==> src/rtl/ulc_pkg.sv <==
package ulc_pkg;

  localparam int unsigned CpW = 21;

  localparam logic [7:0] LeadMask2 = 8'hE0;
  localparam logic [7:0] LeadMask3 = 8'hF0;
  localparam logic [7:0] LeadMask4 = 8'hF8;
  localparam logic [7:0] Lead2     = 8'hC0;
  localparam logic [7:0] Lead3     = 8'hE0;
  localparam logic [7:0] Lead4     = 8'hF0;
  localparam logic [7:0] ContMask  = 8'hC0;
  localparam logic [7:0] ContTag   = 8'h80;

  localparam logic [2:0] SeqLen2 = 3'd2;
  localparam logic [2:0] SeqLen3 = 3'd3;
  localparam logic [2:0] SeqLen4 = 3'd4;

  typedef struct packed {
    logic [3:0][7:0] bytes;
    logic [2:0]      n;
  } enc_t;

  typedef struct packed {
    logic [3:0][7:0] bytes;
    logic [2:0]      n;
    logic            last;
  } grp_t;

  function automatic logic [CpW-1:0] lower_cp(input logic [CpW-1:0] c);
    logic [CpW-1:0] r;
    r = c;
    if (c inside {[21'h41 : 21'h5A]}) begin
      r = c + 21'd32;
    end else if (c inside {[21'hC0 : 21'hD6], [21'hD8 : 21'hDE]}) begin
      r = c + 21'd32;
    end else if (c inside {[21'h100 : 21'h137]}) begin
      r = c[0] ? c : c + 21'd1;
    end else if (c inside {[21'h139 : 21'h148]}) begin
      r = c[0] ? c + 21'd1 : c;
    end else if (c inside {[21'h14A : 21'h177]}) begin
      r = c[0] ? c : c + 21'd1;
    end else if (c == 21'h178) begin
      r = 21'h0FF;
    end else if (c inside {[21'h179 : 21'h17E]}) begin
      r = c[0] ? c + 21'd1 : c;
    end else if (c inside {[21'h391 : 21'h3A1], [21'h3A3 : 21'h3AB]}) begin
      r = c + 21'd32;
    end else begin
      case (c)
        21'h386: r = 21'h3AC;
        21'h388: r = 21'h3AD;
        21'h389: r = 21'h3AE;
        21'h38A: r = 21'h3AF;
        21'h38C: r = 21'h3CC;
        21'h38E: r = 21'h3CD;
        21'h38F: r = 21'h3CE;
        default: begin
          if (c inside {[21'h410 : 21'h42F]}) begin
            r = c + 21'd32;
          end else if (c inside {[21'h400 : 21'h40F]}) begin
            r = c + 21'd80;
          end
        end
      endcase
    end
    return r;
  endfunction

  function automatic enc_t encode_cp(input logic [CpW-1:0] c);
    enc_t e;
    e = '0;
    if (c < 21'h80) begin
      e.bytes[0] = c[7:0];
      e.n        = 3'd1;
    end else if (c < 21'h800) begin
      e.bytes[0] = {3'b110, c[10:6]};
      e.bytes[1] = {2'b10, c[5:0]};
      e.n        = 3'd2;
    end else if (c < 21'h10000) begin
      e.bytes[0] = {4'b1110, c[15:12]};
      e.bytes[1] = {2'b10, c[11:6]};
      e.bytes[2] = {2'b10, c[5:0]};
      e.n        = 3'd3;
    end else begin
      e.bytes[0] = {5'b11110, c[20:18]};
      e.bytes[1] = {2'b10, c[17:12]};
      e.bytes[2] = {2'b10, c[11:6]};
      e.bytes[3] = {2'b10, c[5:0]};
      e.n        = 3'd4;
    end
    return e;
  endfunction

endpackage

==> src/rtl/ulc_in_if.sv <==
interface ulc_in_if;
  logic       valid;
  logic       ready;
  logic [7:0] in_byte;
  logic       in_last;

  modport source (output valid, output in_byte, output in_last, input ready);
  modport sink (input valid, input in_byte, input in_last, output ready);
endinterface

==> src/rtl/ulc_out_if.sv <==
interface ulc_out_if;
  logic       valid;
  logic       ready;
  logic [7:0] out_byte;
  logic       out_last;

  modport source (output valid, output out_byte, output out_last, input ready);
  modport sink (input valid, input out_byte, input out_last, output ready);
endinterface

==> src/rtl/ulc_recode.sv <==
module ulc_recode (
  input  logic [ulc_pkg::CpW-1:0] cp_i,
  output ulc_pkg::enc_t           enc_o
);

  assign enc_o = ulc_pkg::encode_cp(ulc_pkg::lower_cp(cp_i));

endmodule

==> src/rtl/ulc_decode.sv <==
module ulc_decode (
  input  logic          clk_i,
  input  logic          rst_ni,
  input  logic          accept_i,
  input  logic [7:0]    byte_i,
  input  logic          last_i,
  output ulc_pkg::grp_t grp_o
);

  logic [7:0]              pend_q [3];
  logic [1:0]              cnt_q, cnt_d;
  logic [2:0]              exp_q, exp_d;
  logic [ulc_pkg::CpW-1:0] acc_q, acc_d;

  logic                    cont;
  logic [ulc_pkg::CpW-1:0] acc_new;
  logic [ulc_pkg::CpW-1:0] rc_cp;
  ulc_pkg::enc_t           enc;
  logic [2:0]              lead_len;
  logic [ulc_pkg::CpW-1:0] lead_bits;
  logic                    pend_wr;
  logic [1:0]              pend_idx;
  logic [1:0]              pre_n;
  logic [7:0]              extra;
  logic                    has_extra;
  logic                    use_enc;

  assign cont    = (byte_i & ulc_pkg::ContMask) == ulc_pkg::ContTag;
  assign acc_new = {acc_q[ulc_pkg::CpW-7:0], byte_i[5:0]};
  assign rc_cp   = (cnt_q != 2'd0 && cont) ? acc_new : {13'd0, byte_i};

  ulc_recode u_recode (
    .cp_i  (rc_cp),
    .enc_o (enc)
  );

  always_comb begin
    lead_len  = 3'd0;
    lead_bits = '0;
    if ((byte_i & ulc_pkg::LeadMask2) == ulc_pkg::Lead2) begin
      lead_len  = ulc_pkg::SeqLen2;
      lead_bits = {16'd0, byte_i[4:0]};
    end else if ((byte_i & ulc_pkg::LeadMask3) == ulc_pkg::Lead3) begin
      lead_len  = ulc_pkg::SeqLen3;
      lead_bits = {17'd0, byte_i[3:0]};
    end else if ((byte_i & ulc_pkg::LeadMask4) == ulc_pkg::Lead4) begin
      lead_len  = ulc_pkg::SeqLen4;
      lead_bits = {18'd0, byte_i[2:0]};
    end
  end

  always_comb begin
    cnt_d     = cnt_q;
    exp_d     = exp_q;
    acc_d     = acc_q;
    pend_wr   = 1'b0;
    pend_idx  = cnt_q;
    pre_n     = 2'd0;
    extra     = byte_i;
    has_extra = 1'b0;
    use_enc   = 1'b0;
    if (cnt_q != 2'd0 && cont) begin
      if ({1'b0, cnt_q} + 3'd1 >= exp_q) begin
        use_enc = 1'b1;
        cnt_d   = 2'd0;
        exp_d   = 3'd0;
        acc_d   = '0;
      end else if (last_i) begin
        pre_n     = cnt_q;
        has_extra = 1'b1;
      end else begin
        pend_wr = 1'b1;
        cnt_d   = cnt_q + 2'd1;
        acc_d   = acc_new;
      end
    end else begin
      // flush whatever was gathered, then take the byte fresh
      pre_n = cnt_q;
      cnt_d = 2'd0;
      exp_d = 3'd0;
      acc_d = '0;
      if (!byte_i[7]) begin
        has_extra = 1'b1;
        extra     = enc.bytes[0];
      end else if (lead_len != 3'd0) begin
        if (last_i) begin
          has_extra = 1'b1;
        end else begin
          pend_wr  = 1'b1;
          pend_idx = 2'd0;
          cnt_d    = 2'd1;
          exp_d    = lead_len;
          acc_d    = lead_bits;
        end
      end else begin
        has_extra = 1'b1;
      end
    end
    if (last_i) begin
      cnt_d = 2'd0;
      exp_d = 3'd0;
      acc_d = '0;
    end
  end

  always_comb begin
    grp_o.last = last_i;
    if (use_enc) begin
      grp_o.bytes = enc.bytes;
      grp_o.n     = enc.n;
    end else begin
      grp_o.bytes[0] = (pre_n > 2'd0) ? pend_q[0] : extra;
      grp_o.bytes[1] = (pre_n > 2'd1) ? pend_q[1] : extra;
      grp_o.bytes[2] = (pre_n > 2'd2) ? pend_q[2] : extra;
      grp_o.bytes[3] = extra;
      grp_o.n        = {1'b0, pre_n} + {2'd0, has_extra};
    end
  end

  always_ff @(posedge clk_i or negedge rst_ni) begin
    if (!rst_ni) begin
      cnt_q <= 2'd0;
      exp_q <= 3'd0;
      acc_q <= '0;
    end else if (accept_i) begin
      cnt_q <= cnt_d;
      exp_q <= exp_d;
      acc_q <= acc_d;
    end
  end

  always_ff @(posedge clk_i) begin
    if (accept_i && pend_wr) begin
      pend_q[pend_idx] <= byte_i;
    end
  end

endmodule

==> src/rtl/ulc_out_buf.sv <==
module ulc_out_buf (
  input  logic          clk_i,
  input  logic          rst_ni,
  input  logic          load_i,
  input  ulc_pkg::grp_t grp_i,
  input  logic          ready_i,
  output logic          valid_o,
  output logic [7:0]    byte_o,
  output logic          last_o,
  output logic          room_o
);

  logic [3:0][7:0] bytes_q;
  logic            last_q;
  logic [2:0]      rem_q, rem_d;
  logic [1:0]      idx_q, idx_d;
  logic            pop;

  assign valid_o = rem_q != 3'd0;
  assign pop     = valid_o && ready_i;
  assign room_o  = (rem_q == 3'd0) || (rem_q == 3'd1 && ready_i);
  assign byte_o  = bytes_q[idx_q];
  assign last_o  = last_q && (rem_q == 3'd1);

  always_comb begin
    rem_d = rem_q;
    idx_d = idx_q;
    if (load_i) begin
      rem_d = grp_i.n;
      idx_d = 2'd0;
    end else if (pop) begin
      rem_d = rem_q - 3'd1;
      idx_d = idx_q + 2'd1;
    end
  end

  always_ff @(posedge clk_i or negedge rst_ni) begin
    if (!rst_ni) begin
      rem_q <= 3'd0;
      idx_q <= 2'd0;
    end else begin
      rem_q <= rem_d;
      idx_q <= idx_d;
    end
  end

  always_ff @(posedge clk_i) begin
    if (load_i) begin
      bytes_q <= grp_i.bytes;
      last_q  <= grp_i.last;
    end
  end

endmodule

==> src/rtl/utf8_lowercase_stream.sv <==
// channel  dir  fields              accepted when
// in_i     in   in_byte, in_last    in_i.valid && in_i.ready
// out_o    out  out_byte, out_last  out_o.valid && out_o.ready
//
// one input item per cycle while in_i.ready is high; the item is decoded,
// lowercased and re-encoded in the cycle it is taken, and its 0 to 4 bytes
// land in the output buffer, which sends one byte per cycle while out_o.ready
// is high; in_i.ready is low until the last buffered byte is sent, so items
// with no bytes never stall; it also drops while out_o.ready is low and a byte waits
// rst_ni clears the gathered sequence and empties the buffer
module utf8_lowercase_stream (
  input  logic clk_i,
  input  logic rst_ni,
  ulc_in_if.sink    in_i,
  ulc_out_if.source out_o
);

  ulc_pkg::grp_t grp;
  logic          room;
  logic          accept;

  assign in_i.ready = room;
  assign accept     = in_i.valid && room;

  ulc_decode u_decode (
    .clk_i    (clk_i),
    .rst_ni   (rst_ni),
    .accept_i (accept),
    .byte_i   (in_i.in_byte),
    .last_i   (in_i.in_last),
    .grp_o    (grp)
  );

  ulc_out_buf u_out_buf (
    .clk_i   (clk_i),
    .rst_ni  (rst_ni),
    .load_i  (accept),
    .grp_i   (grp),
    .ready_i (out_o.ready),
    .valid_o (out_o.valid),
    .byte_o  (out_o.out_byte),
    .last_o  (out_o.out_last),
    .room_o  (room)
  );

endmodule
==> src/flat_wrapper.sv <==
// flat-port wrapper written by rule: the top's interface ports become plain ports
module utf8_lowercase_stream_flat 
  (clk_i, rst_ni, in_i_valid, in_i_in_byte, in_i_in_last, in_i_ready, out_o_valid, out_o_out_byte, out_o_out_last, out_o_ready);
  ulc_in_if in_i_i ();
  ulc_out_if out_o_i ();
  input  logic clk_i;
  input  logic rst_ni;
  input wire logic [$bits(in_i_i.valid)-1:0] in_i_valid;
  input wire logic [$bits(in_i_i.in_byte)-1:0] in_i_in_byte;
  input wire logic [$bits(in_i_i.in_last)-1:0] in_i_in_last;
  output wire logic [$bits(in_i_i.ready)-1:0] in_i_ready;
  output wire logic [$bits(out_o_i.valid)-1:0] out_o_valid;
  output wire logic [$bits(out_o_i.out_byte)-1:0] out_o_out_byte;
  output wire logic [$bits(out_o_i.out_last)-1:0] out_o_out_last;
  input wire logic [$bits(out_o_i.ready)-1:0] out_o_ready;
  assign in_i_i.valid = in_i_valid;
  assign in_i_i.in_byte = in_i_in_byte;
  assign in_i_i.in_last = in_i_in_last;
  assign in_i_ready = in_i_i.ready;
  assign out_o_valid = out_o_i.valid;
  assign out_o_out_byte = out_o_i.out_byte;
  assign out_o_out_last = out_o_i.out_last;
  assign out_o_i.ready = out_o_ready;
  utf8_lowercase_stream u_core (.clk_i(clk_i), .rst_ni(rst_ni), .in_i(in_i_i), .out_o(out_o_i));
endmodule
==> config.mk <==
export PLATFORM = sky130hd
export DESIGN_NAME = utf8_lowercase_stream_flat
export DESIGN_NICKNAME = d
export VERILOG_FILES = /design/src/rtl/ulc_pkg.sv /design/src/rtl/ulc_in_if.sv /design/src/rtl/ulc_out_if.sv /design/src/rtl/ulc_recode.sv /design/src/rtl/ulc_decode.sv /design/src/rtl/ulc_out_buf.sv /design/src/rtl/utf8_lowercase_stream.sv /design/src/flat_wrapper.sv
export SDC_FILE = /design/constraint.sdc
export NUM_CORES = 1
export LEC_CHECK = 0
export ABC_CLOCK_PERIOD_IN_PS = 7270
export BUFFER_PORTS_ARGS = -buffer_cell sky130_fd_sc_hd__clkbuf_2
export CORE_UTILIZATION = 38
export DETAILED_ROUTE_END_ITERATION = 12
export PLACE_DENSITY = 0.53
export SLEW_MARGIN = 20
export SYNTH_ARGS = -nofsm -noshare
export SYNTH_HDL_FRONTEND = slang
export SYNTH_HIERARCHICAL = 1
export SYNTH_SLANG_ARGS = --single-unit
==> constraint.sdc <==
create_clock -name clk_i -period 7.27 [get_ports clk_i]
set_input_delay 1.454 -clock clk_i [delete_from_list [all_inputs] [get_ports clk_i]]
set_output_delay 1.454 -clock clk_i [all_outputs]
set_load 0.02 [all_outputs]
Word level (Yosys, flattened, before mapping). Memories as Yosys holds them, arrays and structs flattened. Cells that the tools add are included.

Bits in registers: 58. RAM bits: 24. Input port bits: 13. Output and inout port bits: 11. Logic and storage cells: 164. Memories kept: 1.

Add/subtract/negate cells: 8. Magnitude comparators: 30. Equal/unequal tests: 14. Muxes and demuxes: 75. Reductions and logical operators: 26.

Memories: u_core.u_decode.pend_q (depth 3, width 8, rd ports 3, clocked after memory_dff 0, wr ports 1, RTL line ulc_decode.sv:10) `logic [7:0] pend_q [3];`.

Operators by type and width (count): $mux 21 (13); $eq 21x10->1 const B (7); $pmux 21 s7 (1); $ge 21x9->1 const B (4); $le 21x9->1 const B (4); $mux 15 (5); $mux 8 (7); $mux 27 (2); $ge 21x10->1 const B (2); $ge 21x11->1 const B (2); $ge 21x8->1 const B (2); $le 21x10->1 const B (2); $le 21x11->1 const B (2); $le 21x8->1 const B (2); $mux 35 (1); $mux 3 (11); $mux 25 (1); $mux 24 (1); $mux 2 (11); $add 21x1->21 const B (1); $add 21x6->21 const B (1); $add 21x7->21 const B (1); $eq 21x9->1 const B (1); $ge 21x7->1 const B (1); other kinds (31) (68).

Longest topological paths before layout.
Depth after elaboration: 27. Depth in mapped cells: 25.

By module. The synthesis kept the hierarchy.

By module, submodules not included: ulc_decode (instances 1, cells each 276, area an instance 2869.0 µm², seq. area each 1221.2 µm²); ulc_recode (instances 1, cells each 383, area an instance 2454.9 µm², seq. area each 0.0 µm²); ulc_out_buf (instances 1, cells each 82, area an instance 1519.0 µm², seq. area each 1116.1 µm²); utf8_lowercase_stream (instances 1, cells each 1, area an instance 6.3 µm², seq. area each 0.0 µm²).

Worst setup path before layout. Ideal clock, no wire load.

Path type: input -> register. Start point: in in_i_in_byte[6]. End point: reg u_core/u_out_buf/bytes_q[10] (netlist name) (data pin). Data arrival time: 6066 ps. Slack: 919 ps. Cell stages on the path: 22. Path buffers: 5. Path through: buf_2 > nor3b_4 > buf_4 > clkbuf_1 > a21o_1 > clkbuf_1 > clkbuf_1 > inv_1 > ha_1 > a21boi_0 > a211oi_1 > nor2b_1 > a221oi_4 > nor3_4 > o21ai_1 > nor3b_2 > a21boi_2 > inv_2 > mux2_4 > nor2b_1 > a221oi_1 > a211oi_1.

RTL lines: start, declared (RTL line flat_wrapper.sv:9) `input wire logic [$bits(in_i_i.in_byte)-1:0] in_i_in_byte;`; end signal, assigned (RTL line ulc_out_buf.sv:49) `bytes_q <= grp_i.bytes;`; end, declared (RTL line ulc_out_buf.sv:13) `logic [3:0][7:0] bytes_q;`.

==> flow_summary.html <==
<table>
<tr><th>Metric</th><th>Value</th></tr>
<tr><th colspan="2">Logic synthesis</th></tr>
<tr><td>Most numerous cell in the Yosys netlist</td><td>sky130_fd_sc_hd__nor2_1</td></tr>
<tr><td>Fraction of the yosys area taken by sequential cells</td><td>34.1%</td></tr>
<tr><td>Cell taking the most area after synthesis</td><td>sky130_fd_sc_hd__edfxtp_1</td></tr>
<tr><td>Post-synth design cell area</td><td>6850 um^2</td></tr>
<tr><td>Largest cells by area after synthesis</td><td>sky130_fd_sc_hd__edfxtp_1 25%, sky130_fd_sc_hd__dfrtp_1 9.1%, sky130_fd_sc_hd__ha_1 4.2%, sky130_fd_sc_hd__a211oi_1 3.5%, sky130_fd_sc_hd__nor2_1 3.2%</td></tr>
<tr><td>Mean instance size in the synthesized netlist</td><td>9.23 um^2</td></tr>
<tr><td>Number of flops mapped to enable cells by yosys</td><td>57</td></tr>
<tr><td>Commonest cells in the netlist</td><td>58 x sky130_fd_sc_hd__nor2_1, 57 x sky130_fd_sc_hd__edfxtp_1, 44 x sky130_fd_sc_hd__nand2_1</td></tr>
<tr><td>Asr flop ratio synth</td><td>30.5%</td></tr>
<tr><td>Number of synthesized register bits</td><td>82</td></tr>
<tr><td>Ys Warns</td><td>6</td></tr>
<tr><td>Synth top area share</td><td>25.0%</td></tr>
<tr><td>Number of distinct library cells after synthesis</td><td>99</td></tr>
<tr><td>Synthesized instance count</td><td>742</td></tr>
<tr><td>Main flop type after synthesis</td><td>sky130_fd_sc_hd__edfxtp_1</td></tr>
<tr><th colspan="2">Setup path</th></tr>
<tr><td>Category of the worst setup path capture point</td><td>flip-flop</td></tr>
<tr><td>Biggest cell delay along the critical path</td><td>0.59 ns</td></tr>
<tr><td>Top delay family on crit path</td><td>compound AO/OA/AOI/OAI gates</td></tr>
<tr><td>Arrival time of the worst setup path</td><td>6.53 ns</td></tr>
<tr><td>Ordered list of cells on the worst path</td><td>clkbuf_2 -&gt; buf_4 -&gt; or3b_1 -&gt; o21a_1 -&gt; buf_4 -&gt; nor2_1 -&gt; o221ai_1 -&gt; o2111ai_1 -&gt; nand2_1 -&gt; o21ai_0 -&gt; a21oi_1 -&gt; o32ai_1 -&gt; nor2_1 -&gt; mux2_4 -&gt; nor2b_1 -&gt; a221oi_1 -&gt; a211oi_2</td></tr>
<tr><td>Critical-path top delay cell</td><td>sky130_fd_sc_hd__o21ai_0</td></tr>
<tr><td>Largest fanout of any net on the critical path</td><td>18</td></tr>
<tr><td>CP Class</td><td>in2reg</td></tr>
<tr><td>Buf/Inv on CP</td><td>3</td></tr>
<tr><td>Required time of the critical path</td><td>7.33 ns</td></tr>
<tr><td>Worst setup SP type</td><td>primary input</td></tr>
<tr><th colspan="2">CTS</th></tr>
<tr><td>Cells resized by post-CTS repair</td><td>0</td></tr>
<tr><td>TritonCTS clock tree</td><td>done</td></tr>
<tr><td>Sinks on the clock net</td><td>82</td></tr>
<tr><td>Number of buffers created by CTS</td><td>9</td></tr>
<tr><td>Post-CTS setup buffer count</td><td>0</td></tr>
<tr><td>Worst-skew pair later-pin latency</td><td>0.35 ns</td></tr>
<tr><td>Clock slew at the register clock pins of the worst setup and hold paths</td><td>0.07 ns</td></tr>
<tr><td>H-tree depth</td><td>3</td></tr>
<tr><td>Max Buffers Root-to-Sink</td><td>2</td></tr>
<tr><td>Number of buffers inserted for hold repair after clock tree synthesis</td><td>0</td></tr>
<tr><td>Clock Tree Root</td><td>sky130_fd_sc_hd__clkbuf_16</td></tr>
<tr><th colspan="2">Cells and area</th></tr>
<tr><td>FILL cells</td><td>1,714</td></tr>
<tr><td>Antenna diode count</td><td>0</td></tr>
<tr><td>Count of nets after finishing</td><td>775</td></tr>
<tr><td>Signed area change from the synthesized netlist to the final layout</td><td>7.65%</td></tr>
<tr><td>Fraction of layout cells with a size suffix above 1</td><td>14.5%</td></tr>
<tr><td>Post-Layout Inst Area</td><td>7370 um^2</td></tr>
<tr><td>Layout Cells excl Fill</td><td>969</td></tr>
<tr><th colspan="2">Power and ir drop</th></tr>
<tr><td>Cell Pwr Density</td><td>310 nW/um^2</td></tr>
<tr><td>Leakage</td><td>0.00280 uW</td></tr>
<tr><td>Peak ir drop on the vdd network</td><td>170 uV</td></tr>
<tr><th colspan="2">Global route</th></tr>
<tr><td>Vias in the first global route</td><td>5,884</td></tr>
<tr><td>Global-route wire length before repair</td><td>34,700 um</td></tr>
<tr><td>Total congestion overflow after global routing</td><td>0</td></tr>
<tr><td>GRT Overall Usage</td><td>25.0%</td></tr>
<tr><td>Antenna violations before repair</td><td>0</td></tr>
<tr><td>Pin count of the biggest net entering global routing</td><td>58</td></tr>
<tr><th colspan="2">Outcome</th></tr>
<tr><td>Outcome</td><td>finished clean</td></tr>
<tr><th colspan="2">Placement</th></tr>
<tr><td>Half-perimeter wire length after placement</td><td>16,300 um</td></tr>
<tr><td>Placed Cells incl. Taps</td><td>953</td></tr>
<tr><td>Routability cong.</td><td>0.957</td></tr>
<tr><td>Number of buffers inserted by port buffering</td><td>23</td></tr>
<tr><td>Worst slack after detailed placement</td><td>0.637 ns</td></tr>
<tr><td>Cell area reported after detailed placement</td><td>7100 um^2</td></tr>
<tr><th colspan="2">Die</th></tr>
<tr><td>Total I/O pin count</td><td>24</td></tr>
<tr><td>DIE AREA</td><td>18,600 um^2</td></tr>
<tr><td>Chip Height</td><td>136 um</td></tr>
<tr><td>Core area</td><td>17,500 um^2</td></tr>
<tr><td>Starting density of the core</td><td>39.2%</td></tr>
<tr><td># rows</td><td>48</td></tr>
<tr><td>Width of the die</td><td>136 um</td></tr>
<tr><th colspan="2">Routing</th></tr>
<tr><td>Number of nets with antenna violations after routing</td><td>0</td></tr>
<tr><td>Detailed router's first-iteration violation count</td><td>828</td></tr>
<tr><td>Vias after detailed routing</td><td>6,212</td></tr>
<tr><td>First-pass detailed-route iteration total</td><td>6</td></tr>
<tr><td>Total routed wirelength</td><td>22,400 um</td></tr>
<tr><td>Vias per cell</td><td>6.41</td></tr>
<tr><td>DRC Markers</td><td>0</td></tr>
<tr><td>Routed wirelength normalized by instance count</td><td>23.2 um</td></tr>
<tr><th colspan="2">Timing</th></tr>
<tr><td>FMAX</td><td>155 MHz</td></tr>
<tr><td>Slew Viols, Final</td><td>0</td></tr>
<tr><td>Final period demand of the worst path</td><td>6.47 ns</td></tr>
<tr><td>Post-route worst setup slack</td><td>0.801 ns</td></tr>
<tr><td>Pin slew with the least headroom to its limit</td><td>1.07 ns</td></tr>
<tr><td>Headroom to the max-slew limit</td><td>27.9%</td></tr>
<tr><td>Number of setup violations in the final report</td><td>0</td></tr>
<tr><td>RSZ-0062 raised after global routing</td><td>no</td></tr>
<tr><td>Portion of the clock cycle consumed by the worst path in the final layout</td><td>89.0%</td></tr>
<tr><td>Setup TNS Final</td><td>0 ns</td></tr>
<tr><td>Worst Skew</td><td>0.0100 ns</td></tr>
<tr><td>Number of hold violations in the final report</td><td>0</td></tr>
<tr><th colspan="2">Hold path</th></tr>
<tr><td>Min-Delay Path Class</td><td>reg2reg</td></tr>
<tr><th colspan="2">Job</th></tr>
<tr><td>Number of maximum-capacitance violations</td><td>0</td></tr>
</table>
## metrics by stage
stage	utilization [%]	total power, uW	hold WS, ns
after global routing	42.2	2430	0.539
final	42.2	2290	0.511
after CTS	42.2	2290	0.508
after global placement	40.6	1860	0.495
after floorplan	-	1570	0.469
after detailed placement	40.6	1860	0.495
## layout by cell type, fill, tap and decap left out, types with 5 or more instances in the layout
cell type | Yosys | final
sky130_fd_sc_hd__clkbuf_2 | 0 | 23
sky130_fd_sc_hd__a21oi_1 | 33 | 33
sky130_fd_sc_hd__buf_4 | 6 | 19
sky130_fd_sc_hd__mux4_2 | 7 | 7
sky130_fd_sc_hd__clkbuf_16 | 0 | 9
sky130_fd_sc_hd__o311ai_1 | 7 | 7
sky130_fd_sc_hd__o21ai_0 | 22 | 22
sky130_fd_sc_hd__nor2b_1 | 7 | 7
sky130_fd_sc_hd__nand2_1 | 44 | 44
sky130_fd_sc_hd__and3_1 | 5 | 5
sky130_fd_sc_hd__o211ai_1 | 10 | 10
sky130_fd_sc_hd__o21ai_1 | 6 | 6
sky130_fd_sc_hd__nand3_1 | 33 | 33
sky130_fd_sc_hd__and4_1 | 8 | 8
sky130_fd_sc_hd__a211oi_2 | 9 | 9
sky130_fd_sc_hd__a22o_1 | 8 | 8
sky130_fd_sc_hd__a21o_1 | 11 | 11
sky130_fd_sc_hd__or3_1 | 10 | 10
sky130_fd_sc_hd__a31oi_1 | 10 | 10
sky130_fd_sc_hd__and2_1 | 18 | 17
sky130_fd_sc_hd__nor4_1 | 8 | 8
sky130_fd_sc_hd__nand4_1 | 16 | 16
sky130_fd_sc_hd__nand2b_1 | 7 | 7
sky130_fd_sc_hd__a211oi_1 | 32 | 32
sky130_fd_sc_hd__nor2_1 | 58 | 58
sky130_fd_sc_hd__edfxtp_1 | 57 | 57
sky130_fd_sc_hd__inv_1 | 28 | 28
sky130_fd_sc_hd__dfrtp_1 | 25 | 25
sky130_fd_sc_hd__mux2i_1 | 20 | 20
sky130_fd_sc_hd__ha_1 | 23 | 23
sky130_fd_sc_hd__nor3_1 | 41 | 41
## state kept, by name, summed over array words and instances, names as in the netlist
register,flops
u_core/u_out_buf/bytes_q,32
u_core/u_decode/pend_q,24
u_core/u_decode/acc_q,15
u_core/u_decode/exp_q,3
u_core/u_out_buf/rem_q,3
u_core/u_decode/cnt_q,2
u_core/u_out_buf/idx_q,2
u_core/u_out_buf/last_q,1
## worst paths after layout
path / startpoint / endpoint / slack [ns] / cells after the start
worst max-delay path: in_i_in_byte[7] / u_core/u_out_buf/bytes_q[18] / 0.80 / 17
worst min-delay path: u_core/u_decode/exp_q[2] / u_core/u_decode/exp_q[2] / 0.51 / 1
worst max register to register: u_core/u_decode/cnt_q[1] / u_core/u_out_buf/bytes_q[18] / 1.15 / 16
worst min register to register: u_core/u_decode/exp_q[2] / u_core/u_decode/exp_q[2] / 0.51 / 1
max in group asynchronous: rst_ni / u_core/u_decode/acc_q[7] / 5.69 / 1
min in group asynchronous: rst_ni / u_core/u_out_buf/idx_q[0] / 1.14 / 1
## cell type report
cell class	instances	area (um^2)	area share (%)
tap	225	282	3.82
clock buffer	11	233	3.16
multi-input combinational	571	4100	55.6
sequential	82	2340	31.7
clock inverter	5	38.8	0.526
inverter	33	124	1.68
timing repair buffer	42	258	3.50
## power breakdown
group / total, uW / leakage (uW) / switching (uW) / internal, uW
Combinational: 1140 / 0.00181 / 748 / 396
Sequential: 719 / 0.000857 / 78.2 / 641
Clock: 426 / 0.000130 / 193 / 234
Total: 2290 / 0.00280 / 1020 / 1270
## routing by layer
layer  up-vias  wire [um]  GRT usage, %
met5         -          0             0
met4         0        565          7.41
met3        51       1690          5.29
met2       320       9910          37.9
met1      2983      10300          35.5
li1       2858          -             -
## worst reg2reg max path, cell delays in order (launching register included)
cell and delay [ns]:
sky130_fd_sc_hd__dfrtp_1 0.73, sky130_fd_sc_hd__inv_1 0.14, sky130_fd_sc_hd__ha_1 0.27, sky130_fd_sc_hd__nor3b_4 0.42, sky130_fd_sc_hd__a21o_1 0.27, sky130_fd_sc_hd__ha_1 0.41, sky130_fd_sc_hd__inv_1 0.23, sky130_fd_sc_hd__o2111ai_1 0.60
sky130_fd_sc_hd__nand2_1 0.29, sky130_fd_sc_hd__o21ai_0 0.59, sky130_fd_sc_hd__a21oi_1 0.09, sky130_fd_sc_hd__o32ai_1 0.58, sky130_fd_sc_hd__nor2_1 0.13, sky130_fd_sc_hd__mux2_4 0.30, sky130_fd_sc_hd__nor2b_1 0.13, sky130_fd_sc_hd__a221oi_1 0.50
sky130_fd_sc_hd__a211oi_2 0.17
## cell families after synthesis
| kind of cell | count (synthesis) | share of synthesized area, % |
|---|---|---|
| AOI/OAI and AO/OA | 218 | 24.6 |
| xor gates and xnor gates | 5 | 0.639 |
| adders and majority gates | 23 | 4.20 |
| buffers and inverters | 91 | 6.19 |
| DFF | 82 | 34.1 |
| muxes | 33 | 6.49 |
| other | 1 | 0.0548 |
| and+or+nand+nor | 289 | 23.7 |
Note: power is estimated with default switching activity, not from simulation.
